===== src/hw/rtl/orb_pkg.sv =====
`timescale 1ns / 1ps
// ----------------------------------------------------------------------------
// Overwriting ring buffer package
// Shared widths, operation and status codes and the result metadata type.
// ----------------------------------------------------------------------------
package orb_pkg;

   // Fixed field widths
   localparam int DATA_W = 32;
   localparam int OP_W   = 2;
   localparam int STAT_W = 2;
   localparam int CAP_W  = 7;

   // Built ring depth and capacity register reset
   localparam int DEPTH_DEFAULT = 64;
   localparam logic [CAP_W-1:0] CAP_RESET = 7'd64;

   typedef logic [OP_W-1:0]   op_type;
   typedef logic [STAT_W-1:0] stat_type;

   // Operation codes
   localparam op_type OP_PUSH  = 2'd0;
   localparam op_type OP_POP   = 2'd1;
   localparam op_type OP_PEEK  = 2'd2;
   localparam op_type OP_CLEAR = 2'd3;

   // Status codes
   localparam stat_type STAT_OK    = 2'd0;
   localparam stat_type STAT_OVWR  = 2'd1;
   localparam stat_type STAT_EMPTY = 2'd2;

   // Result metadata held next to the RAM read data
   typedef struct packed {
      stat_type         status;
      logic [CAP_W-1:0] count;
      logic             is_full;
      logic             rd_sel;
   } orb_meta_type;

endpackage


===== src/hw/rtl/orb_if.sv =====
`timescale 1ns / 1ps
// ----------------------------------------------------------------------------
// Overwriting ring buffer channels
// Request and response channels with a valid/ready transfer handshake.
// ----------------------------------------------------------------------------
interface orb_req_if;
   import orb_pkg::*;

   logic              valid;
   logic              ready;
   op_type            opcode;
   logic [DATA_W-1:0] data_in;

   modport source (output valid, output opcode, output data_in, input ready);
   modport sink   (input valid, input opcode, input data_in, output ready);
endinterface

interface orb_rsp_if;
   import orb_pkg::*;

   logic              valid;
   logic              ready;
   stat_type          status;
   logic [DATA_W-1:0] read_data;
   logic [CAP_W-1:0]  count;
   logic              is_full;

   modport source (output valid, output status, output read_data, output count,
                   output is_full, input ready);
   modport sink   (input valid, input status, input read_data, input count,
                   input is_full, output ready);
endinterface


===== src/hw/rtl/orb_ram.sv =====
`timescale 1ns / 1ps
// ----------------------------------------------------------------------------
// Generic simple dual-port RAM
// One write port, one read port with registered read data.
// ----------------------------------------------------------------------------
module orb_ram #(
   parameter int WIDTH = 32,
   parameter int DEPTH = 64,
   parameter int AW    = (DEPTH > 1) ? $clog2(DEPTH) : 1
) (
   input  logic             clock,
   input  logic             wr_en,
   input  logic [AW-1:0]    wr_addr,
   input  logic [WIDTH-1:0] wr_data,
   input  logic             rd_en,
   input  logic [AW-1:0]    rd_addr,
   output logic [WIDTH-1:0] rd_data
);

   logic [WIDTH-1:0] mem_ff [DEPTH];
   logic [WIDTH-1:0] rd_data_ff;

   // Write port
   always_ff @(posedge clock) begin
      if (wr_en) begin
         mem_ff[wr_addr] <= wr_data;
      end
   end

   // Registered read port, holds when not enabled
   always_ff @(posedge clock) begin
      if (rd_en) begin
         rd_data_ff <= mem_ff[rd_addr];
      end
   end

   assign rd_data = rd_data_ff;

endmodule


===== src/hw/rtl/orb_ctrl.sv =====
`timescale 1ns / 1ps
// ----------------------------------------------------------------------------
// Overwriting ring buffer control
// Pointer and full-flag update, RAM access control and the result register.
// ----------------------------------------------------------------------------
module orb_ctrl #(
   parameter int DEPTH = orb_pkg::DEPTH_DEFAULT,
   parameter int PTR_W = (DEPTH > 1) ? $clog2(DEPTH) : 1
) (
   input  logic                      clock,
   input  logic                      reset,
   input  logic                      accept,
   input  orb_pkg::op_type           opcode,
   input  logic [orb_pkg::CAP_W-1:0] capacity,
   input  logic                      rsp_take,
   output logic                      rsp_valid,
   output orb_pkg::orb_meta_type     meta,
   output logic                      wr_en,
   output logic [PTR_W-1:0]          wr_addr,
   output logic                      rd_en,
   output logic [PTR_W-1:0]          rd_addr
);
   import orb_pkg::*;

   localparam int CMP_W = ((PTR_W + 1) > CAP_W) ? (PTR_W + 1) : CAP_W;
   localparam int SW    = CMP_W + 2;

   logic [PTR_W-1:0] write_pos_ff, write_pos_in;
   logic [PTR_W-1:0] read_pos_ff, read_pos_in;
   logic             full_ff, full_in;
   logic             rsp_valid_ff, rsp_valid_in;
   orb_meta_type     meta_ff, meta_in;
   stat_type         stat_in;
   logic             rd_sel_in;
   logic [CAP_W-1:0] count_in;
   logic [CAP_W-1:0] cap_use;
   logic             empty;
   logic signed [SW-1:0] cnt_diff;
   logic signed [SW-1:0] cnt_raw;
   logic signed [SW-1:0] cap_s;

   // Step a position, wrap at the capacity in use
   function automatic logic [PTR_W-1:0] adv(input logic [PTR_W-1:0] p,
                                            input logic [CAP_W-1:0] c);
      logic [CMP_W-1:0] nx;
      nx = CMP_W'(p) + CMP_W'(1);
      return (nx >= CMP_W'(c)) ? '0 : PTR_W'(nx);
   endfunction

   // Clamp the capacity register to 1..DEPTH
   always_comb begin
      if (capacity == '0) begin
         cap_use = CAP_W'(1);
      end else if (CMP_W'(capacity) > CMP_W'(DEPTH)) begin
         cap_use = CAP_W'(DEPTH);
      end else begin
         cap_use = capacity;
      end
   end

   assign empty = !full_ff && (write_pos_ff == read_pos_ff);

   // Next pointers, flag and status for the accepted operation
   always_comb begin
      write_pos_in = write_pos_ff;
      read_pos_in  = read_pos_ff;
      full_in      = full_ff;
      stat_in      = STAT_OK;
      rd_sel_in    = 1'b0;
      if (accept) begin
         unique case (opcode)
            OP_PUSH: begin
               if (full_ff) begin
                  read_pos_in = adv(read_pos_ff, cap_use);
                  stat_in     = STAT_OVWR;
               end
               write_pos_in = adv(write_pos_ff, cap_use);
               full_in      = (write_pos_in == read_pos_in);
            end
            OP_POP, OP_PEEK: begin
               if (empty) begin
                  stat_in = STAT_EMPTY;
               end else begin
                  rd_sel_in = 1'b1;
                  if (opcode == OP_POP) begin
                     full_in     = 1'b0;
                     read_pos_in = adv(read_pos_ff, cap_use);
                  end
               end
            end
            OP_CLEAR: begin
               write_pos_in = '0;
               read_pos_in  = '0;
               full_in      = 1'b0;
            end
            default: begin
            end
         endcase
      end
   end

   // Element count after the operation, held within 0..capacity
   assign cap_s    = SW'(cap_use);
   assign cnt_diff = SW'(write_pos_in) - SW'(read_pos_in);
   assign cnt_raw  = (write_pos_in >= read_pos_in) ? cnt_diff : (cap_s + cnt_diff);

   always_comb begin
      if (full_in) begin
         count_in = cap_use;
      end else if (cnt_raw < 0) begin
         count_in = '0;
      end else if (cnt_raw > cap_s) begin
         count_in = cap_use;
      end else begin
         count_in = cnt_raw[CAP_W-1:0];
      end
   end

   // Gather the result metadata
   assign meta_in = '{status: stat_in, count: count_in, is_full: full_in,
                      rd_sel: rd_sel_in};

   // Hold the result until the transfer, refill on acceptance
   always_comb begin
      if (accept) begin
         rsp_valid_in = 1'b1;
      end else if (rsp_take) begin
         rsp_valid_in = 1'b0;
      end else begin
         rsp_valid_in = rsp_valid_ff;
      end
   end

   always_ff @(posedge clock) begin
      if (reset) begin
         write_pos_ff <= '0;
         read_pos_ff  <= '0;
         full_ff      <= 1'b0;
         rsp_valid_ff <= 1'b0;
      end else begin
         write_pos_ff <= write_pos_in;
         read_pos_ff  <= read_pos_in;
         full_ff      <= full_in;
         rsp_valid_ff <= rsp_valid_in;
      end
   end

   always_ff @(posedge clock) begin
      if (accept) begin
         meta_ff <= meta_in;
      end
   end

   // RAM access: push writes at the head, every transfer reads the oldest
   assign wr_en     = accept && (opcode == OP_PUSH);
   assign wr_addr   = write_pos_ff;
   assign rd_en     = accept;
   assign rd_addr   = read_pos_ff;
   assign rsp_valid = rsp_valid_ff;
   assign meta      = meta_ff;

   // A set full flag always has the pointers meeting
   a_full_ptrs: assert property (@(posedge clock) disable iff (reset)
      full_ff |-> (write_pos_ff == read_pos_ff))
      else $error("full flag set with pointers apart");

   // An overwriting push leaves the ring full
   a_ovwr_full: assert property (@(posedge clock) disable iff (reset)
      (rsp_valid_ff && meta_ff.status == STAT_OVWR) |-> meta_ff.is_full)
      else $error("overwrite reported without full ring");

   // An empty error selects no read word and reports no words
   a_empty_cnt: assert property (@(posedge clock) disable iff (reset)
      (rsp_valid_ff && meta_ff.status == STAT_EMPTY)
         |-> (meta_ff.count == '0 && !meta_ff.rd_sel && !meta_ff.is_full))
      else $error("empty error with stored words");

endmodule


===== src/hw/rtl/overwriting_ring_buffer.sv =====
`timescale 1ns / 1ps
// A result is valid in the cycle after its request transfer. Throughput:
// one operation per cycle while results are taken; the registered RAM read
// of the oldest word, issued at the request transfer, is the result.
// Reset: pointers and full flag clear, capacity returns to 64 and any pending
// result is dropped; ring contents are not cleared.
// ----------------------------------------------------------------------------
// Overwriting ring buffer
// Ring of 32-bit words with push, pop, peek and clear; push overwrites the
// oldest word when full.
// ----------------------------------------------------------------------------
module overwriting_ring_buffer #(
   parameter int DEPTH = orb_pkg::DEPTH_DEFAULT
) (
   input  logic                      clock,
   input  logic                      reset,
   orb_req_if.sink                   req_ch,
   orb_rsp_if.source                 rsp_ch,
   input  logic                      csr_wr_en,
   input  logic [orb_pkg::CAP_W-1:0] csr_wr_data
);
   import orb_pkg::*;

   localparam int PTR_W = (DEPTH > 1) ? $clog2(DEPTH) : 1;

   logic [CAP_W-1:0]  capacity_ff;
   logic              accept;
   logic              rsp_take;
   logic              rsp_valid;
   orb_meta_type      meta;
   logic              wr_en;
   logic [PTR_W-1:0]  wr_addr;
   logic              rd_en;
   logic [PTR_W-1:0]  rd_addr;
   logic [DATA_W-1:0] rd_data;

   // Capacity register
   always_ff @(posedge clock) begin
      if (reset) begin
         capacity_ff <= CAP_RESET;
      end else if (csr_wr_en) begin
         capacity_ff <= csr_wr_data;
      end
   end

   // Take a request whenever the result slot is free or draining
   assign rsp_take     = rsp_valid && rsp_ch.ready;
   assign req_ch.ready = !rsp_valid || rsp_ch.ready;
   assign accept       = req_ch.valid && req_ch.ready;

   orb_ctrl #(
      .DEPTH (DEPTH),
      .PTR_W (PTR_W)
   ) u_ctrl (
      .clock     (clock),
      .reset     (reset),
      .accept    (accept),
      .opcode    (req_ch.opcode),
      .capacity  (capacity_ff),
      .rsp_take  (rsp_take),
      .rsp_valid (rsp_valid),
      .meta      (meta),
      .wr_en     (wr_en),
      .wr_addr   (wr_addr),
      .rd_en     (rd_en),
      .rd_addr   (rd_addr)
   );

   orb_ram #(
      .WIDTH (DATA_W),
      .DEPTH (DEPTH),
      .AW    (PTR_W)
   ) u_ram (
      .clock   (clock),
      .wr_en   (wr_en),
      .wr_addr (wr_addr),
      .wr_data (req_ch.data_in),
      .rd_en   (rd_en),
      .rd_addr (rd_addr),
      .rd_data (rd_data)
   );

   // Drive the response; zero the word unless a pop or peek succeeded
   assign rsp_ch.valid     = rsp_valid;
   assign rsp_ch.status    = meta.status;
   assign rsp_ch.read_data = meta.rd_sel ? rd_data : '0;
   assign rsp_ch.count     = meta.count;
   assign rsp_ch.is_full   = meta.is_full;

endmodule


===== src/flat_wrapper.sv =====
// flat-port wrapper written by rule: the top's interface ports become plain ports
module overwriting_ring_buffer_flat import orb_pkg::*;
#(
   parameter int DEPTH = orb_pkg::DEPTH_DEFAULT
)
  (clock, reset, csr_wr_en, csr_wr_data, req_ch_valid, req_ch_opcode, req_ch_data_in, req_ch_ready, rsp_ch_valid, rsp_ch_status, rsp_ch_read_data, rsp_ch_count, rsp_ch_is_full, rsp_ch_ready);
  orb_req_if req_ch_i ();
  orb_rsp_if rsp_ch_i ();
  input  logic clock;
  input  logic reset;
  input  logic csr_wr_en;
  input  logic [orb_pkg::CAP_W-1:0] csr_wr_data;
  input wire logic [$bits(req_ch_i.valid)-1:0] req_ch_valid;
  input wire logic [$bits(req_ch_i.opcode)-1:0] req_ch_opcode;
  input wire logic [$bits(req_ch_i.data_in)-1:0] req_ch_data_in;
  output wire logic [$bits(req_ch_i.ready)-1:0] req_ch_ready;
  output wire logic [$bits(rsp_ch_i.valid)-1:0] rsp_ch_valid;
  output wire logic [$bits(rsp_ch_i.status)-1:0] rsp_ch_status;
  output wire logic [$bits(rsp_ch_i.read_data)-1:0] rsp_ch_read_data;
  output wire logic [$bits(rsp_ch_i.count)-1:0] rsp_ch_count;
  output wire logic [$bits(rsp_ch_i.is_full)-1:0] rsp_ch_is_full;
  input wire logic [$bits(rsp_ch_i.ready)-1:0] rsp_ch_ready;
  assign req_ch_i.valid = req_ch_valid;
  assign req_ch_i.opcode = req_ch_opcode;
  assign req_ch_i.data_in = req_ch_data_in;
  assign req_ch_ready = req_ch_i.ready;
  assign rsp_ch_valid = rsp_ch_i.valid;
  assign rsp_ch_status = rsp_ch_i.status;
  assign rsp_ch_read_data = rsp_ch_i.read_data;
  assign rsp_ch_count = rsp_ch_i.count;
  assign rsp_ch_is_full = rsp_ch_i.is_full;
  assign rsp_ch_i.ready = rsp_ch_ready;
  overwriting_ring_buffer #(.DEPTH(DEPTH)) u_core (.clock(clock), .reset(reset), .req_ch(req_ch_i), .rsp_ch(rsp_ch_i), .csr_wr_en(csr_wr_en), .csr_wr_data(csr_wr_data));
endmodule

===== config.mk =====
export PLATFORM = sky130hd
export DESIGN_NAME = overwriting_ring_buffer_flat
export DESIGN_NICKNAME = d
export VERILOG_FILES = /design/src/hw/rtl/orb_pkg.sv /design/src/hw/rtl/orb_if.sv /design/src/hw/rtl/orb_ram.sv /design/src/hw/rtl/orb_ctrl.sv /design/src/hw/rtl/overwriting_ring_buffer.sv /design/src/flat_wrapper.sv
export SDC_FILE = /design/constraint.sdc
export NUM_CORES = 2
export LEC_CHECK = 0
export BUFFER_PORTS_ARGS = -buffer_cell sky130_fd_sc_hd__buf_2
export CAP_MARGIN = 20
export CORE_MARGIN = 2
export CORE_UTILIZATION = 50
export DETAILED_ROUTE_END_ITERATION = 8
export PLACE_DENSITY = 0.72
export SLEW_MARGIN = 20
export SYNTH_ARGS = -nofsm -noshare
export SYNTH_HDL_FRONTEND = slang
export SYNTH_SLANG_ARGS = --single-unit

===== constraint.sdc =====
create_clock -name clock -period 12.5 [get_ports clock]
set_input_delay 3.75 -clock clock [delete_from_list [all_inputs] [get_ports clock]]
set_output_delay 3.75 -clock clock [all_outputs]
set_load 0.03 [all_outputs]

# After elaboration in Yosys (flattened, before gate mapping)
# Memory sizes are Yosys's and may differ from the RTL's. A register that Yosys moved wholly into a read port is not among the register bits.
# Index checks and enable logic that the tools add are counted.
dict set report word_totals {
  regBits 32
  ram_bits 2048
  input_bits 46
  out_inout_bits 44
  memories 1
}
# name words width rd rd_ports_with_merged_regs write_ports line_no
set memory_table {}
lappend memory_table {u_core.u_ram.mem_ff 64 32 1 1 1 orb_ram.sv:20} ;# logic [WIDTH-1:0] mem_ff [DEPTH];
dict set report op_classes {
  add_sub_neg 4
  magnitude_cmp 6
  eq_ne 5
  mux 30
  n_reduce_logical 11
}
# operator n
set op_table {}
lappend op_table {{2-to-1 mux 6 bit} 9}
lappend op_table {{2-to-1 mux 7 bit} 5}
lappend op_table {{2-to-1 mux 32 bit} 1}
lappend op_table {{one-hot mux 6 bit (3 select lines)} 1}
lappend op_table {{adder 6 x 1 -> 7 bit (second input constant)} 2}
lappend op_table {{>= comparator 7 bit} 2}
lappend op_table {{== test 6 bit} 2}
lappend op_table {{one-hot mux 6 bit (2 select lines)} 1}
lappend op_table {{adder 8 x 7 -> 9 bit} 1}
lappend op_table {{> comparator 9 x 8 -> 1 bit} 1}
lappend op_table {{less-than comparator 9 x 1 -> 1 bit (second input constant)} 1}
lappend op_table {{2-to-1 mux 1 bit} 9}
lappend op_table {{2-to-1 mux 9 bit} 1}
lappend op_table {{> comparator 7 bit (second input constant)} 1}
lappend op_table {{zero test 7 bit} 1}
lappend op_table {{subtractor 6 x 6 -> 7 bit} 1}
lappend op_table {{>= comparator 6 bit} 1}
lappend op_table {{== test 2 bit (second input constant)} 2}
lappend op_table {{logical AND 1 bit} 4}
lappend op_table {{one-hot mux 2 bit (2 select lines)} 1}
lappend op_table {{one-hot mux 1 bit (3 select lines)} 1}
lappend op_table {{== test 2 x 1 -> 1 bit (second input constant)} 1}
lappend op_table {{zero test 1 bit} 2}
lappend op_table {{zero test 2 bit} 1}
lappend op_table {{4 further kinds} 4}

# Longest topological paths before layout
dict set report depth {
  ltp_word 17
  ltp_mapped 36
  depth_no_buf 35
}

# By module
# A second synthesis with hierarchy kept.
dict set report hier_totals {
  cells_unflattened 3738
  hier_area_um2 82256.4
}
# module instances cells_each area_each_um2
set modules_own_cells {}
lappend modules_own_cells {orb_ram 1 3324 78835.6}
lappend modules_own_cells {orb_ctrl 1 354 2935.3}
lappend modules_own_cells {overwriting_ring_buffer 1 60 485.5}

# Worst setup path after synthesis
# OpenSTA, ideal clock, no wires.
dict set report synth_path {
  path_kind {input to register}
  start {input port rsp_ch_ready}
  end {register u_core.u_ctrl.meta_ff (netlist bit u_core.u_ctrl.meta[2]) (data pin)}
  setup_time_ns 0.257
  arrival_ns 9.926
  slack_ns 2.317
  path_stages 24
  path_buffers 2
  cell_sequence {nand2b_1 > nand2_1 > inv_1 > clkbuf_1 > o21ai_0 > ha_1 > nor2b_1 > o21ai_0 > a21boi_0 > o41ai_1 > and2_1 > clkbuf_1 > nor2_1 > a21oi_1 > ha_1 > nor2b_1 > o21a_1 > o21ai_0 > a21oi_1 > o31ai_1 > a211oi_1 > nor4_1 > o21ai_2 > a32o_1}
}
dict set report synth_between {
  elab_chain_cells 10
  elab_cells_between_ends 14
  classes_between {add/sub: 2; order compare: 3; mux: 7; reduce/logical: 2}
}
# element line_no
set synth_lines {}
lappend synth_lines {{from (decl)} flat_wrapper.sv:22} ;# input wire logic [$bits(rsp_ch_i.ready)-1:0] rsp_ch_ready;
lappend synth_lines {{logical OR 1 bit (*)} overwriting_ring_buffer.sv:48} ;# assign req_ch.ready = !rsp_valid || rsp_ch.ready;
lappend synth_lines {{logical AND 1 bit (*)} overwriting_ring_buffer.sv:49} ;# assign accept = req_ch.valid && req_ch.ready;
lappend synth_lines {{net u_core.accept} overwriting_ring_buffer.sv:27} ;# logic accept;
lappend synth_lines {{2-to-1 mux 6 bit} orb_ctrl.sv:70} ;# if (accept) begin
lappend synth_lines {{subtractor 6 x 6 -> 7 bit} orb_ctrl.sv:104} ;# assign cnt_diff = SW'(write_pos_in) - SW'(read_pos_in);
lappend synth_lines {{adder 8 x 7 -> 9 bit} orb_ctrl.sv:105} ;# assign cnt_raw = (write_pos_in >= read_pos_in) ? cnt_diff : (cap_s + cnt_diff);
lappend synth_lines {{2-to-1 mux 9 bit} orb_ctrl.sv:105}
lappend synth_lines {{> comparator 9 x 8 -> 1 bit} orb_ctrl.sv:112} ;# end else if (cnt_raw > cap_s) begin
lappend synth_lines {{2-to-1 mux 7 bit} orb_ctrl.sv:112}
lappend synth_lines {{2-to-1 mux 7 bit} orb_ctrl.sv:110} ;# end else if (cnt_raw < 0) begin
lappend synth_lines {{2-to-1 mux 7 bit (*)} orb_ctrl.sv:108} ;# if (full_in) begin
lappend synth_lines {{net u_core.u_ctrl.count_in[0]} orb_ctrl.sv:35} ;# logic [CAP_W-1:0] count_in;
lappend synth_lines {{to (signal assigned)} orb_ctrl.sv:150} ;# meta_ff <= meta_in;
lappend synth_lines {{to (decl)} orb_ctrl.sv:32} ;# orb_meta_type meta_ff, meta_in;
# The timed path passes the listed nets; every way through them passes the cells marked *.
# A chain may end at the register's enable or synchronous reset.

# Worst setup path after layout
dict set report layout_path {
  start {input port rsp_ch_ready}
  end {register u_core.u_ctrl.meta_ff (netlist bit u_core.u_ctrl.meta[3]) (data pin)}
}
dict set report layout_between {
  elab_chain_cells 10
  elab_cells_between_ends 14
  classes_between {add/sub: 2; order compare: 3; mux: 7; reduce/logical: 2}
}
# element line_no
set layout_lines {}
lappend layout_lines {{logical OR 1 bit (*)} overwriting_ring_buffer.sv:48}
lappend layout_lines {{logical AND 1 bit (*)} overwriting_ring_buffer.sv:49}
lappend layout_lines {{2-to-1 mux 6 bit (*)} orb_ctrl.sv:70}
lappend layout_lines {{net u_core.u_ctrl.read_pos_in[0]} orb_ctrl.sv:29} ;# logic [PTR_W-1:0] read_pos_ff, read_pos_in;
lappend layout_lines {{subtractor 6 x 6 -> 7 bit} orb_ctrl.sv:104}
lappend layout_lines {{adder 8 x 7 -> 9 bit} orb_ctrl.sv:105}
lappend layout_lines {{2-to-1 mux 9 bit (*)} orb_ctrl.sv:105}
lappend layout_lines {{> comparator 9 x 8 -> 1 bit} orb_ctrl.sv:112}
lappend layout_lines {{2-to-1 mux 7 bit} orb_ctrl.sv:112}
lappend layout_lines {{2-to-1 mux 7 bit (*)} orb_ctrl.sv:110}
lappend layout_lines {{2-to-1 mux 7 bit (*)} orb_ctrl.sv:108}
lappend layout_lines {{net u_core.u_ctrl.count_in[1]} orb_ctrl.sv:35}
# Marks and branches as above.

==> flow_metrics.py <==
metrics = {
    "status": {
        "status": "finished, final reports clean",
    },
    "sta": {
        "worst_pin_slew_ps": 1110,
        "hold_violations": 0,
        "timing.fmax_mhz": 109,
        "post-route-period-util_pct": 73.4,
        "rsz0062_at_grt": "no",
        "fin_hold_ws_ps": 503,
        "slew_violations": 0,
        "setup-tns-final_ps": 0,
        "setup_violations": 0,
        "relSlewSlack_pct": 25.9,
        "layout_setup_ws_ps": 3330,
        "period_needed_ps": 9170,
        "fin_skew_ps": 40.1,
    },
    "clocking": {
        "ctsResizeCount": 0,
        "clk_latency_ps": 850,
        "numCtsBuffers": 202,
        "htreeDepth": 4,
        "cts_root_buffer": "clkbuf_16",
        "cts_max_path_buffers": 3,
        "clk_pin_slew_ps": 60,
        "cts_sinks": 2112,
        "cts_tree": "yes",
        "post-cts-setup-buffers": 0,
        "holdBufCountCts": 0,
    },
    "placed_design": {
        "placed_cell_area_um2": 86600,
        "portBuffers": 89,
        "hpwl_um": 113000,
        "place.gp.congestion": 0.838,
        "pre_cts_ws_ps": 2450,
    },
    "grt": {
        "grt_max_degree": 137,
        "grt_antenna_before_repair": 16,
        "grt_pass1_vias": 42537,
        "overflow": 0,
        "grt_pass1_wl_um": 301000,
        "track_usage_pct": 24.8,
    },
    "floorplanning": {
        "die_x_um": 412,
        "io_pins": 90,
        "coreArea_um2": 165000,
        "die-area_um2": 170000,
        "dieHeight_um": 412,
        "start_util_pct": 50.4,
        "std_cell_rows": 149,
    },
    "power": {
        "p_comb_share_pct": 4.6,
        "pwr_density_cell_nw_per_um2": 153,
        "sw_frac_of_total_pct": 21.5,
        "p_int_mw": 11.2,
        "p_leak_nw": 27.7,
        "peakVddDrop_mv": 0.122,
        "clockPowerShare_pct": 40.5,
        "power_switching_mw": 3.07,
        "p_seq_share_pct": 54.9,
    },
    "detailed_routing": {
        "drt_pass1_iterations": 5,
        "ant_nets": 0,
        "wl_per_cell_um": 31.0,
        "drt_iter0_markers": 5377,
        "routed_via_density": 6.43,
        "wirelength_um": 210000,
        "vias": 43535,
        "drc_errors": 0,
    },
    "yosys": {
        "synthMuxAreaShare_pct": 14.3,
        "synth_edf_count": 2091,
        "synth-simple-area-share_pct": 2.18,
        "synth_top_family_by_area": "multiplexers",
        "postSynthCellCount": 4265,
        "ys.flop_type": "edfxtp_1",
        "synth_xor_area_share_pct": 0.221,
        "synth_area_um2": 83100,
        "yosys_warnings": 0,
        "synth-compound-area-share_pct": 5.28,
        "postSynthAreaPerCell_um2": 19.5,
        "synth_cell_type_count": 75,
        "postSynth.asyncResetShare_pct": 0,
        "synth_adder_area_share_pct": 0.620,
        "syn_nets": 4351,
        "ys_seq_elements": 2112,
        "ys_seq_area_share_pct": 76.0,
    },
    "finish": {
        "utilization_pct": 56.3,
        "finalInstanceArea_um2": 93000,
        "drive_gt1_share_pct": 18.9,
        "fill_cells": 11973,
        "area_growth_syn_to_layout_pct": 11.8,
        "nNetsFinal": 4492,
    },
    "setup_path": {
        "crit_required_ps": 13090,
        "endpoint_kind": "flip-flop",
        "setup.worst_path.class": "in2reg",
        "critPathLaunchType": "primary input",
        "path_max_fanout": 36,
        "critPathArrivalTime_ps": 9760,
    },
    "run": {
        "cap_violations": 0,
    },
    "worst_hold_path": {
        "hold_class": "reg2reg",
    },
}
[flip-flops by register name, summed over array words and instances (netlist names)]
register / cells
u_core.u_ctrl.rd_addr: 6
u_core.u_ctrl.full_ff: 1
u_core.capacity_ff: 7
u_core.u_ctrl.wr_addr: 6
u_core.u_ram.mem_ff: 2048
u_core.u_ctrl.meta: 11
u_core.u_ram.rd_data: 32
u_core.u_ctrl.rsp_valid: 1
[worst paths after layout]
check | endpoint | start | slack, ps | cells after the start
max | u_core.u_ctrl.meta[3] | rsp_ch_ready | 3330 | 28
min | u_core.capacity_ff[0] | u_core.capacity_ff[0] | 500 | 2
max reg2reg | u_core.u_ctrl.meta[3] | u_core.u_ctrl.rd_addr[1] | 3600 | 30
min reg2reg | u_core.capacity_ff[0] | u_core.capacity_ff[0] | 500 | 2
[cells in the final DEF (no fill, tap or decap), drive strengths merged, types with 12 or more instances in the layout]
master	count
edfxtp	2091
mux2i	479
mux4	312
clkbuf	261
o221ai	237
buf	193
nand2	160
a21oi	147
o22ai	118
nor2	112
clkinv	87
and2	48
ha	38
inv	38
o21ai	35
dfxtp	21
nand3	14
nor2b	12
[worst max-delay path, stage by stage]
cell      delay [ps]
buf_2             70
nand2b_1         130
nand2_1          160
inv_2            390
buf_4            500
o21ai_0          200
o21bai_1         220
nand2_1           70
o21ai_0          140
ha_1             260
inv_1             70
fa_1             460
ha_1             310
a21o_1           180
a21oi_1          240
nor2b_1           80
o21ai_0          210
nor2b_1          190
xnor2_1           70
mux2_2           300
ha_1             320
o21ai_0           80
a21oi_1           60
o31ai_1          380
a211oi_1         130
nor4_1           340
o21ai_2          180
a32o_1           240
[power by group through the flow]
stage               sequential, mW  clock [mW]  combinational, mW
floorplan                     7.96           0              0.364
global placement              7.99           0              0.631
detailed placement            7.99           0              0.641
CTS                           7.84        5.85              0.643
global route                  7.83        6.12              0.696
finish                        7.83        5.78              0.652
[cells by family after synthesis]
kind of cell | Yosys count
and+or+nand+nor | 398
adders and majority gates | 40
xor gates and xnor gates | 21
AOI/OAI and AO/OA | 614
muxes | 797
DFF | 2112
buffers and inverters | 283
[layout make-up]
cell class                      count  area, µm²  share of cell area [%]
Tap cell                         2189       2740                    2.95
Timing Repair Buffer              193       1350                    1.45
Sequential cell                  2112      63200                    68.0
Clock inverter                    109        940                    1.01
Clock buffer                      261       5300                    5.70
Multi-Input combinational cell   1870      19300                    20.7
Inverter                           27        106                   0.114
Antenna cell                        6       15.0                  0.0162
[synth_stat cells (4+ instances only)]
master / n / area, µm²
a211oi_1: 10 / 75.1
a21oi_1: 147 / 736
a32o_1: 8 / 80.1
and2_1: 48 / 300
buf_1: 84 / 315
buf_2: 25 / 125
buf_4: 10 / 75.1
clkbuf_1: 137 / 514
dfxtp_1: 21 / 420
edfxtp_1: 2091 / 62800
ha_1: 38 / 475
inv_1: 24 / 90.1
mux2_2: 6 / 67.6
mux2i_1: 479 / 4790
mux4_2: 312 / 7030
nand2_1: 160 / 601
nand2b_1: 9 / 56.3
nand3_1: 13 / 65.1
nand4_1: 7 / 43.8
nor2_1: 112 / 420
nor2b_1: 12 / 75.1
nor3_1: 9 / 45.0
nor3b_1: 4 / 30.0
nor4_1: 4 / 25.0
o211ai_1: 5 / 37.5
o21a_1: 4 / 30.0
o21ai_0: 34 / 170
o221ai_1: 237 / 2080
o22ai_1: 118 / 738
o31ai_1: 8 / 60.1
o32ai_1: 4 / 35.0
xnor2_1: 11 / 96.3
xor2_1: 10 / 87.6
[metal layers]
layer  share of wire, %  global-route usage [%]  vias up
met4                2.9                    7.97       14
met3                 10                    5.69      358
met1                 40                    34.9    22722
li1                   -                       -    18054
met2                 47                    38.6     2387
met5              0.038                       0        -
[metrics by stage]
step	power (mW)	cells
after floorplan	8.33	4265
after global placement	8.62	6389
after detailed placement	8.63	6389
after CTS	14.3	6759
after global routing	14.6	6761
final	14.3	6767
No activity file was read; power rests on OpenSTA's default activity.
